$ cat src/design/arpg_pkg.sv
// Shared types, constants and lookup functions for the address range
// permutation generator. No dependencies.
package arpg_pkg;

    localparam int ADDR_W    = 32;
    localparam int CNT_W     = 30;
    localparam int PIDX_W    = 5;
    localparam int REM_W     = 33;
    localparam int LOG2_W    = 5;
    localparam int MULT_W    = 32;
    localparam int PRIME_W   = 30;
    localparam int CHUNKS_W  = 34;
    localparam int PROD_W    = CNT_W + MULT_W;
    localparam int SHIFT_W   = PRIME_W + (1 << LOG2_W) - 1;
    localparam int CFG_W     = 32;
    localparam int CFG_IDX_W = 1;
    localparam int SLOT_W    = 8;
    localparam int SLOT_EXT_W = 13;

    // remainder unit: padded dividend, bits retired per cycle
    localparam int MOD_W      = 64;
    localparam int DIGIT_BITS = 4;
    localparam int MOD_STEPS  = MOD_W / DIGIT_BITS;
    localparam int STEP_W     = $clog2(MOD_STEPS);

    // largest usable prime index; more chunks than 2^MAX_PIDX is rejected
    localparam int MAX_PIDX = 29;

    localparam logic [MULT_W-1:0] MULT_RESET = 32'd3;

    localparam logic                 ACT_LOAD       = 1'b0;
    localparam logic [CFG_IDX_W-1:0] CFG_CHUNK_LOG2 = 1'd0;
    localparam logic [CFG_IDX_W-1:0] CFG_MULTIPLIER = 1'd1;

    typedef enum logic [1:0] {
        STAT_LOADED    = 2'd0,
        STAT_CHUNK     = 2'd1,
        STAT_EXHAUSTED = 2'd2,
        STAT_REJECTED  = 2'd3
    } arpg_status_t;

    typedef enum logic [3:0] {
        ST_CLEAR,
        ST_IDLE,
        ST_DISPATCH,
        ST_LOAD_CHUNK,
        ST_LOAD_COMMIT,
        ST_FETCH,
        ST_MUL,
        ST_MOD_GO,
        ST_MOD_WAIT,
        ST_SHIFT,
        ST_CHECK,
        ST_CEND,
        ST_UPDATE,
        ST_PUSH
    } arpg_state_t;

    typedef struct packed {
        logic [ADDR_W-1:0] base;
        logic [ADDR_W-1:0] last;
        logic [CNT_W-1:0]  cnt;
        logic [PIDX_W-1:0] pidx;
        logic [REM_W-1:0]  rem;
    } arpg_entry_t;

    typedef struct packed {
        logic capture;
        logic clear_wr;
        logic load_size;
        logic load_chunk;
        logic load_commit;
        logic mem_read;
        logic fetch;
        logic mul;
        logic mod_start;
        logic shift;
        logic check;
        logic cend;
        logic update;
        logic res_exhaust;
        logic out_load;
    } arpg_cmd_t;

    typedef struct packed {
        logic clear_last;
        logic is_load;
        logic slot_ok;
        logic rem_zero;
        logic fit;
        logic mod_done;
        logic mod_busy;
    } arpg_sts_t;

    // smallest prime above 2^idx; indexes past the table wrap around
    function automatic logic [PRIME_W-1:0] prime_of(input logic [PIDX_W-1:0] idx);
        logic [PRIME_W-1:0] p;
        case (idx)
            5'd0:    p = 30'd2;
            5'd1:    p = 30'd3;
            5'd2:    p = 30'd5;
            5'd3:    p = 30'd11;
            5'd4:    p = 30'd17;
            5'd5:    p = 30'd37;
            5'd6:    p = 30'd67;
            5'd7:    p = 30'd131;
            5'd8:    p = 30'd257;
            5'd9:    p = 30'd521;
            5'd10:   p = 30'd1031;
            5'd11:   p = 30'd2053;
            5'd12:   p = 30'd4099;
            5'd13:   p = 30'd8209;
            5'd14:   p = 30'd16411;
            5'd15:   p = 30'd32771;
            5'd16:   p = 30'd65537;
            5'd17:   p = 30'd131101;
            5'd18:   p = 30'd262147;
            5'd19:   p = 30'd524309;
            5'd20:   p = 30'd1048583;
            5'd21:   p = 30'd2097169;
            5'd22:   p = 30'd4194319;
            5'd23:   p = 30'd8388617;
            5'd24:   p = 30'd16777259;
            5'd25:   p = 30'd33554467;
            5'd26:   p = 30'd67108879;
            5'd27:   p = 30'd134217757;
            5'd28:   p = 30'd268435459;
            5'd29:   p = 30'd536870923;
            5'd30:   p = 30'd2;
            default: p = 30'd3;
        endcase
        return p;
    endfunction

    // ceil(log2(chunks)), valid for chunks up to 2^MAX_PIDX
    function automatic logic [PIDX_W-1:0] chunk_pidx(input logic [CHUNKS_W-1:0] chunks);
        logic [PIDX_W-1:0] n;
        n = '0;
        for (int i = 0; i < MAX_PIDX; i++) begin
            if (chunks > (CHUNKS_W'(1) << i))
                n = n + PIDX_W'(1);
        end
        return n;
    endfunction

endpackage

$ cat src/design/arpg_ctrl.sv
// Controller state machine: sequences clearing pass, loads and draws,
// owns the handshakes. Depends on arpg_pkg.
module arpg_ctrl
    import arpg_pkg::*;
(
    input  logic      clk,
    input  logic      rst_n,
    input  logic      in_valid,
    output logic      in_stall,
    output logic      out_valid,
    input  logic      out_stall,
    input  arpg_sts_t sts,
    output arpg_cmd_t cmd
);

    arpg_state_t state_reg;
    arpg_state_t state_next;
    logic        out_valid_reg;
    logic        out_valid_next;

    always_ff @(posedge clk or negedge rst_n)
    begin
        if (!rst_n)
        begin
            state_reg     <= ST_CLEAR;
            out_valid_reg <= 1'b0;
        end
        else
        begin
            state_reg     <= state_next;
            out_valid_reg <= out_valid_next;
        end
    end

    always_comb
    begin
        state_next = state_reg;
        cmd        = '0;
        in_stall   = 1'b1;

        unique case (state_reg)
            ST_CLEAR:
            begin
                cmd.clear_wr = 1'b1;
                if (sts.clear_last)
                    state_next = ST_IDLE;
            end
            ST_IDLE:
            begin
                in_stall = 1'b0;
                if (in_valid)
                begin
                    cmd.capture = 1'b1;
                    state_next  = ST_DISPATCH;
                end
            end
            ST_DISPATCH:
            begin
                if (sts.is_load)
                begin
                    cmd.load_size = 1'b1;
                    state_next    = ST_LOAD_CHUNK;
                end
                else if (!sts.slot_ok)
                begin
                    cmd.res_exhaust = 1'b1;
                    state_next      = ST_PUSH;
                end
                else
                begin
                    cmd.mem_read = 1'b1;
                    state_next   = ST_FETCH;
                end
            end
            ST_LOAD_CHUNK:
            begin
                cmd.load_chunk = 1'b1;
                state_next     = ST_LOAD_COMMIT;
            end
            ST_LOAD_COMMIT:
            begin
                cmd.load_commit = 1'b1;
                state_next      = ST_PUSH;
            end
            ST_FETCH:
            begin
                if (sts.rem_zero)
                begin
                    cmd.res_exhaust = 1'b1;
                    state_next      = ST_PUSH;
                end
                else
                begin
                    cmd.fetch  = 1'b1;
                    state_next = ST_MUL;
                end
            end
            ST_MUL:
            begin
                cmd.mul    = 1'b1;
                state_next = ST_MOD_GO;
            end
            ST_MOD_GO:
            begin
                cmd.mod_start = 1'b1;
                state_next    = ST_MOD_WAIT;
            end
            ST_MOD_WAIT:
            begin
                if (sts.mod_done)
                    state_next = ST_SHIFT;
            end
            ST_SHIFT:
            begin
                cmd.shift  = 1'b1;
                state_next = ST_CHECK;
            end
            ST_CHECK:
            begin
                // counter advances on every draw, skipped or not
                cmd.check  = 1'b1;
                state_next = sts.fit ? ST_CEND : ST_MUL;
            end
            ST_CEND:
            begin
                cmd.cend   = 1'b1;
                state_next = ST_UPDATE;
            end
            ST_UPDATE:
            begin
                cmd.update = 1'b1;
                state_next = ST_PUSH;
            end
            ST_PUSH:
            begin
                if (!out_valid_reg || !out_stall)
                begin
                    cmd.out_load = 1'b1;
                    state_next   = ST_IDLE;
                end
            end
            default:
            begin
                state_next = ST_IDLE;
            end
        endcase
    end

    always_comb
    begin
        out_valid_next = out_valid_reg;
        if (out_valid_reg && !out_stall)
            out_valid_next = 1'b0;
        if (cmd.out_load)
            out_valid_next = 1'b1;
    end

    assign out_valid = out_valid_reg;

endmodule

$ cat config.mk
export PLATFORM = sky130hd
export DESIGN_NAME = arpg_ctrl
export DESIGN_NICKNAME = d
export VERILOG_FILES = /design/src/design/arpg_pkg.sv /design/src/design/arpg_ctrl.sv
export SDC_FILE = /design/constraint.sdc
export NUM_CORES = 1
export LEC_CHECK = 0
export ABC_AREA = 1
export BUFFER_PORTS_ARGS = -buffer_cell sky130_fd_sc_hd__buf_2
export CAP_MARGIN = 20
export CORE_AREA = 2 2 41 43
export CTS_CLUSTER_SIZE = 40
export DETAILED_ROUTE_END_ITERATION = 10
export DIE_AREA = 0 0 43 45
export GPL_ROUTABILITY_DRIVEN = 0
export PLACE_DENSITY = 0.69
export SLEW_MARGIN = 25
export SYNTH_ARGS = -nofsm -noshare
export SYNTH_HDL_FRONTEND = slang
export SYNTH_SLANG_ARGS = --single-unit
export TNS_END_PERCENT = 10
$ cat constraint.sdc
create_clock -name clk -period 1.12 [get_ports clk]
set_input_delay 0.112 -clock clk [delete_from_list [all_inputs] [get_ports clk]]
set_output_delay 0.112 -clock clk [all_outputs]
set_load 0.05 [all_outputs]
==> impl_metrics.yaml, run 1 <==
sta:
  hold_ws_ps: 107
  slew_violations: 0
  finalCritPeriodShare: 1.32
  slew_headroom: 0.834
  hold_viol_final: 0
  finalSetupTns_ps: -5280
  setup_viol: 20
  grt_setup_unrepaired: "yes"
  setup_ws_ps: -355
  worst_pin_slew_ps: 249
  fin_skew_ps: 2.41
  period_needed_ps: 1470
  fmax_mhz: 678
worst_setup_path:
  worst-path-max-fanout: 6
  cp_slowest_stage_delay_ps: 440
  required_ps: 1010
  crit_path_top_delay_cell: "dfrtp_2"
  cp.arrival_ps: 1360
  end_kind: "output port"
  crit_top_cell: "buf_6"
  start_kind: "register"
  worstPathCellList: "buf_6 -> nand2_4 -> nor2_4 -> nand2_2 -> o21ai_2 -> buf_6"
  critPathKind: "reg2out"
synth:
  yosys.cell_types.count: 18
  synth_nets: 108
  ys_warn_count: 0
  synth_seq_cells: 5
  synthCells: 97
  ys_seq_area_frac: 0.230
  synthesis.area_um2: 543
  avgSynthCellArea_um2: 5.60
clock_tree:
  cts.clk_slew.worst_paths_ps: 40
  clock_latency_ps: 240
  h-tree-depth: 1
  cts.sinks: 5
  cts_buffer_depth: 2
  root_buffer: "clkbuf_4"
  cts_tree: "done"
  cts_buffers: 3
grt:
  grt.overflow.total: 0
  antenna_found_initial: 0
  track_usage: 0.218
  grt_first_pass_wirelength_um: 3100
  first_global_vias: 771
  grt_max_degree: 9
finish:
  largest_reg_flops: 4
  fillCellCount: 98
  drive_gt1_frac: 0.641
  final_cell_area_um2: 1090
  mostFrequentLayoutCell: "nand2_1"
  instances_no_fill: 158
  nNetsFinal: 154
  diodes: 0
  syn_to_final_growth_pct: 101
  final_cell_mix: "nand2_1, buf_6, inv_1, buf_4"
power:
  p_per_area_nw_per_um2: 2950
  p_leak_uw: 0.000612
  peakVddDrop_uv: 1530
run:
  drv_cap: 0
detailed_routing:
  drt_first_pass_iters: 5
  wl_per_cell_um: 12.7
  routed_wl_um: 2000
  via_count: 748
  via_per_inst: 4.73
  ant_nets: 0
  drc_errors: 0
  drt_iter0_drc: 4
die:
  dieArea_um2: 1940
  core_area_um2: 1470
  rows: 14
  die_h_um: 45
  pin_count: 28
  start_util: 0.369
  die_w_um: 43
placed_design:
  pre_cts_slack_ps: -219
  port_buffers: 26
  dp.cells: 148
  place_area_um2: 831
  place_hpwl_um: 1190
outcome:
  status: "finished, violations left"
  failed_checks: "setup timing"
worst_hold_path:
  hold_path.class: "in2reg"
worst max-delay path: cells and delay by family, from the launching register on:
kind | cells | cell delay [ps]
AND/OR/NAND/NOR | 3 | 300
flip-flops | 1 | 440
buffers and inverters | 2 | 310
AO/OA/AOI/OAI | 1 | 70
layer usage:
metal  GRT usage  up-vias  share of wire
li1            -      376              -
met1       0.217      350           0.39
met3      0.0320        4          0.035
met4       0.164        0          0.019
met2       0.409       18           0.56
met5           0        -              0
area by class of cell:
| type | instances | area [µm²] | area share |
|---|---|---|---|
| Timing Repair Buffer | 43 | 387 | 0.355 |
| Clock buffer | 4 | 26.3 | 0.0241 |
| Inverter | 20 | 75.1 | 0.0689 |
| Sequential cell | 5 | 130 | 0.119 |
| Multi-Input combinational cell | 70 | 452 | 0.414 |
| Tap cell | 16 | 20.0 | 0.0184 |
power by group:
group / switching (µW) / leakage, µW / internal (µW)
logic: 1560 / 0.000539 / 991
clock network: 73.9 / 0.0000150 / 135
registers: 171 / 0.0000581 / 281
Yosys cell counts, drive strengths merged:
| cell type | instances | share of area |
|---|---|---|
| nor2 | 25 | 0.20 |
| or2 | 1 | 0.012 |
| nand3 | 1 | 0.0092 |
| nand3b | 1 | 0.014 |
| dfrtp | 5 | 0.23 |
| nand4 | 2 | 0.023 |
| nor3b | 1 | 0.014 |
| o21ai | 3 | 0.035 |
| nor3 | 1 | 0.0092 |
| inv | 20 | 0.14 |
| buf | 2 | 0.035 |
| a21oi | 1 | 0.0092 |
| nand2 | 34 | 0.27 |
cell families after synthesis:
family / synth area share
buffers and inverters: 0.173
AO/OA/AOI/OAI: 0.0438
AND/OR/NAND/NOR: 0.553
flip-flops: 0.230
path summary, 6_finish.rpt:
check / startpoint / endpoint / slack (ps) / cells after the start
max in group asynchronous: rst_n / state_reg[3] / 770 / 2
hold / removal: out_stall / out_valid / 110 / 3
min in group asynchronous: rst_n / state_reg[0] / 210 / 2
setup / recovery: state_reg[2] / cmd[1] / -350 / 6
setup reg to reg: state_reg[2] / state_reg[3] / -210 / 10
hold reg to reg: out_valid / out_valid / 500 / 2
metrics by stage:
stage                      util  power (µW)
after floorplan               -        1860
after global routing      0.741        3410
after global placement    0.565        2310
after CTS                 0.712        3040
after detailed placement  0.565        2330
final                     0.741        3210
repair_timing:
action / CTS / global route
endpoints found under the hold margin: 5 / 0
hold buffers: 1 / 0
buffers inserted: 2 / 3
resized for setup: 53 / 8
setup endpoints to repair: 20 / 20
pin swaps: 6 / 6
Note: power is estimated with default switching activity, not from simulation.
==> inputs of run 2 (changes only) <==
==> constraint.sdc (replaced) <==
create_clock -name clk -period 1.12 [get_ports clk]
set_input_delay 0.28 -clock clk [delete_from_list [all_inputs] [get_ports clk]]
set_output_delay 0.28 -clock clk [all_outputs]
set_load 0.05 [all_outputs]
==> run 2 against run 1 <==
Compared with the run above:
- the flow still finishes with violations (setup timing)
- global-route usage is 0.19 points lower
- cell count is 5.1% higher
- register-to-register slack worse by 70 ps
- clock skew is 2.5 ps higher
- routed wire length is 0.45% higher
- core utilization is 2.9 points higher
- fmax is 11% lower
- critical endpoint unchanged
==> impl_metrics.yaml, run 2 (synthesized netlist as in run 1, its figures left out) <==
finish:
  final_cell_mix: "buf_4, nand2_1, buf_6, inv_1, nand2_2"
  nNetsFinal: 162
  drive_gt1_frac: 0.640
  diodes: 0
  final_util: 0.770
  largest_reg_flops: 4
  syn_to_final_growth_pct: 109
  mostFrequentLayoutCell: "buf_4"
  final_cell_area_um2: 1130
sta:
  fmax_mhz: 606
  grt_setup_unrepaired: "yes"
  setup_ws_ps: -529
  fin_skew_ps: 4.95
  period_needed_ps: 1650
  worst_pin_slew_ps: 206
  slew_headroom: 0.863
  finalSetupTns_ps: -8310
  hold_viol_final: 0
  finalCritPeriodShare: 1.47
  setup_viol: 20
  slew_violations: 0
worst_setup_path:
  end_kind: "output port"
  timing.rr.end: "state_reg[3]"
  crit_path_top_delay_cell: "dfrtp_2"
  start_kind: "register"
  r2r_start: "state_reg[2]"
  cp_slowest_stage_delay_ps: 440
  critPathKind: "reg2out"
  ff2ff_setup_slack_ps: -280
  cp.arrival_ps: 1370
  worst-path-max-fanout: 4
  r2r_cells: 10
  required_ps: 840
  worstPathCellList: "inv_2 -> nand2_2 -> nor2_4 -> nand2_2 -> o21ai_2 -> buf_6"
  crit_top_cell: "nand2_2"
placed_design:
  port_buffers: 26
  place_hpwl_um: 1400
  place_area_um2: 901
grt:
  grt_first_pass_wirelength_um: 3050
  first_global_vias: 747
  grt_max_degree: 8
  grt.overflow.total: 0
  antenna_found_initial: 0
  track_usage: 0.216
run:
  drv_cap: 0
power:
  peakVddDrop_uv: 1730
  p_leak_uw: 0.000636
  p_per_area_nw_per_um2: 2860
worst_hold_path:
  holdPathEnd: "out_valid"
  holdPathStages: 3
  hold_path.class: "in2reg"
  hold_start: "out_stall"
detailed_routing:
  drt_iter0_drc: 10
  wl_per_cell_um: 12.1
  via_count: 763
  via_per_inst: 4.60
  routed_wl_um: 2010
  drc_errors: 0
  drt_first_pass_iters: 4
  ant_nets: 0
clock_tree:
  cts.clk_slew.worst_paths_ps: 40
  h-tree-depth: 1
  cts.sinks: 5
  root_buffer: "clkbuf_4"
  cts_buffers: 3
  cts_tree: "done"
  clock_latency_ps: 250
  cts_buffer_depth: 2
outcome:
  failed_checks: "setup timing"
  status: "finished, violations left"
die:
  dieArea_um2: 1940
  die_w_um: 43
  rows: 14
  core_area_um2: 1470
  start_util: 0.369
  pin_count: 28
  die_h_um: 45
-- run 2: changes by cell type in the layout (fill, tap and decap cells not counted) --
cell,previous run,this run
buf_4,11,23
buf_6,19,16
buf_2,10,9
nor2_1,10,9
o21ai_4,0,1
dfrtp_2,4,3
nand2_2,9,11
nand2_1,20,21
o21ai_2,2,1
inv_2,9,7
dfrtp_1,1,2
nand2_4,5,2
inv_1,11,13
nor2_2,5,6
-- run 2: worst max-delay path by stage --
stage                       startpoint     end  slack [ps]  cells past startpoint
after detailed placement  state_reg[0]  cmd[1]        -380                      5
after floorplan           state_reg[0]  cmd[9]        -350                      4
after CTS                 state_reg[1]  cmd[9]        -510                      5
final                     state_reg[3]  cmd[1]        -530                      6
after global placement    state_reg[0]  cmd[1]        -320                      5
after global routing      state_reg[3]  cmd[1]        -570                      6
-- run 2: what timing repair did --
action / CTS / global route
buffers inserted: 3 / 1
endpoints found under the hold margin: 5 / 0
endpoints found under the setup margin: 21 / 20
gates cloned: 0 / 0
resized for setup: 47 / 8
pin swaps: 4 / 3
hold buffers: 1 / 0
-- run 2: final cells by class --
| type | count | area (µm²) |
|---|---|---|
| Clock buffer | 4 | 26.3 |
| Fill cell | 102 | 339 |
| Inverter | 20 | 75.1 |
| Multi-Input combinational cell | 70 | 444 |
| Sequential cell | 5 | 129 |
| Tap cell | 16 | 20.0 |
| Timing Repair Buffer | 51 | 438 |
-- run 2: per-layer routing --
layer / GRT usage / share of wire / wire length, µm
met5: 0 / 0 / 0
met4: 0.133 / 0.019 / 38
met1: 0.241 / 0.40 / 813
met3: 0.00400 / 0.032 / 65
met2: 0.409 / 0.54 / 1090
-- run 2: worst max-delay path, delay by kind of cell, from the launching register on --
family | cells | cell delay [ps]
AO/OA/AOI/OAI | 1 | 70
buffers and inverters | 2 | 270
flip-flops | 1 | 440
AND/OR/NAND/NOR | 3 | 340
-- run 2: where the power goes --
part / leakage (µW) / internal [µW] / total [µW] / switching (µW)
combinational: 0.000561 / 1040 / 2590 / 1550
sequential: 0.0000594 / 278 / 435 / 157
clock: 0.0000150 / 135 / 217 / 82.0
total: 0.000636 / 1450 / 3240 / 1790
-- run 2: metrics by stage --
step | hold slack, ps | total power (µW) | setup slack [ps] | cells
after floorplan | -15.6 | 1860 | -352 | 97
after detailed placement | 101 | 2510 | -384 | 157
after global placement | 95.0 | 2470 | -324 | 157
final | 264 | 3240 | -529 | 166
after CTS | 263 | 3120 | -508 | 165
after global routing | 298 | 3420 | -567 | 166
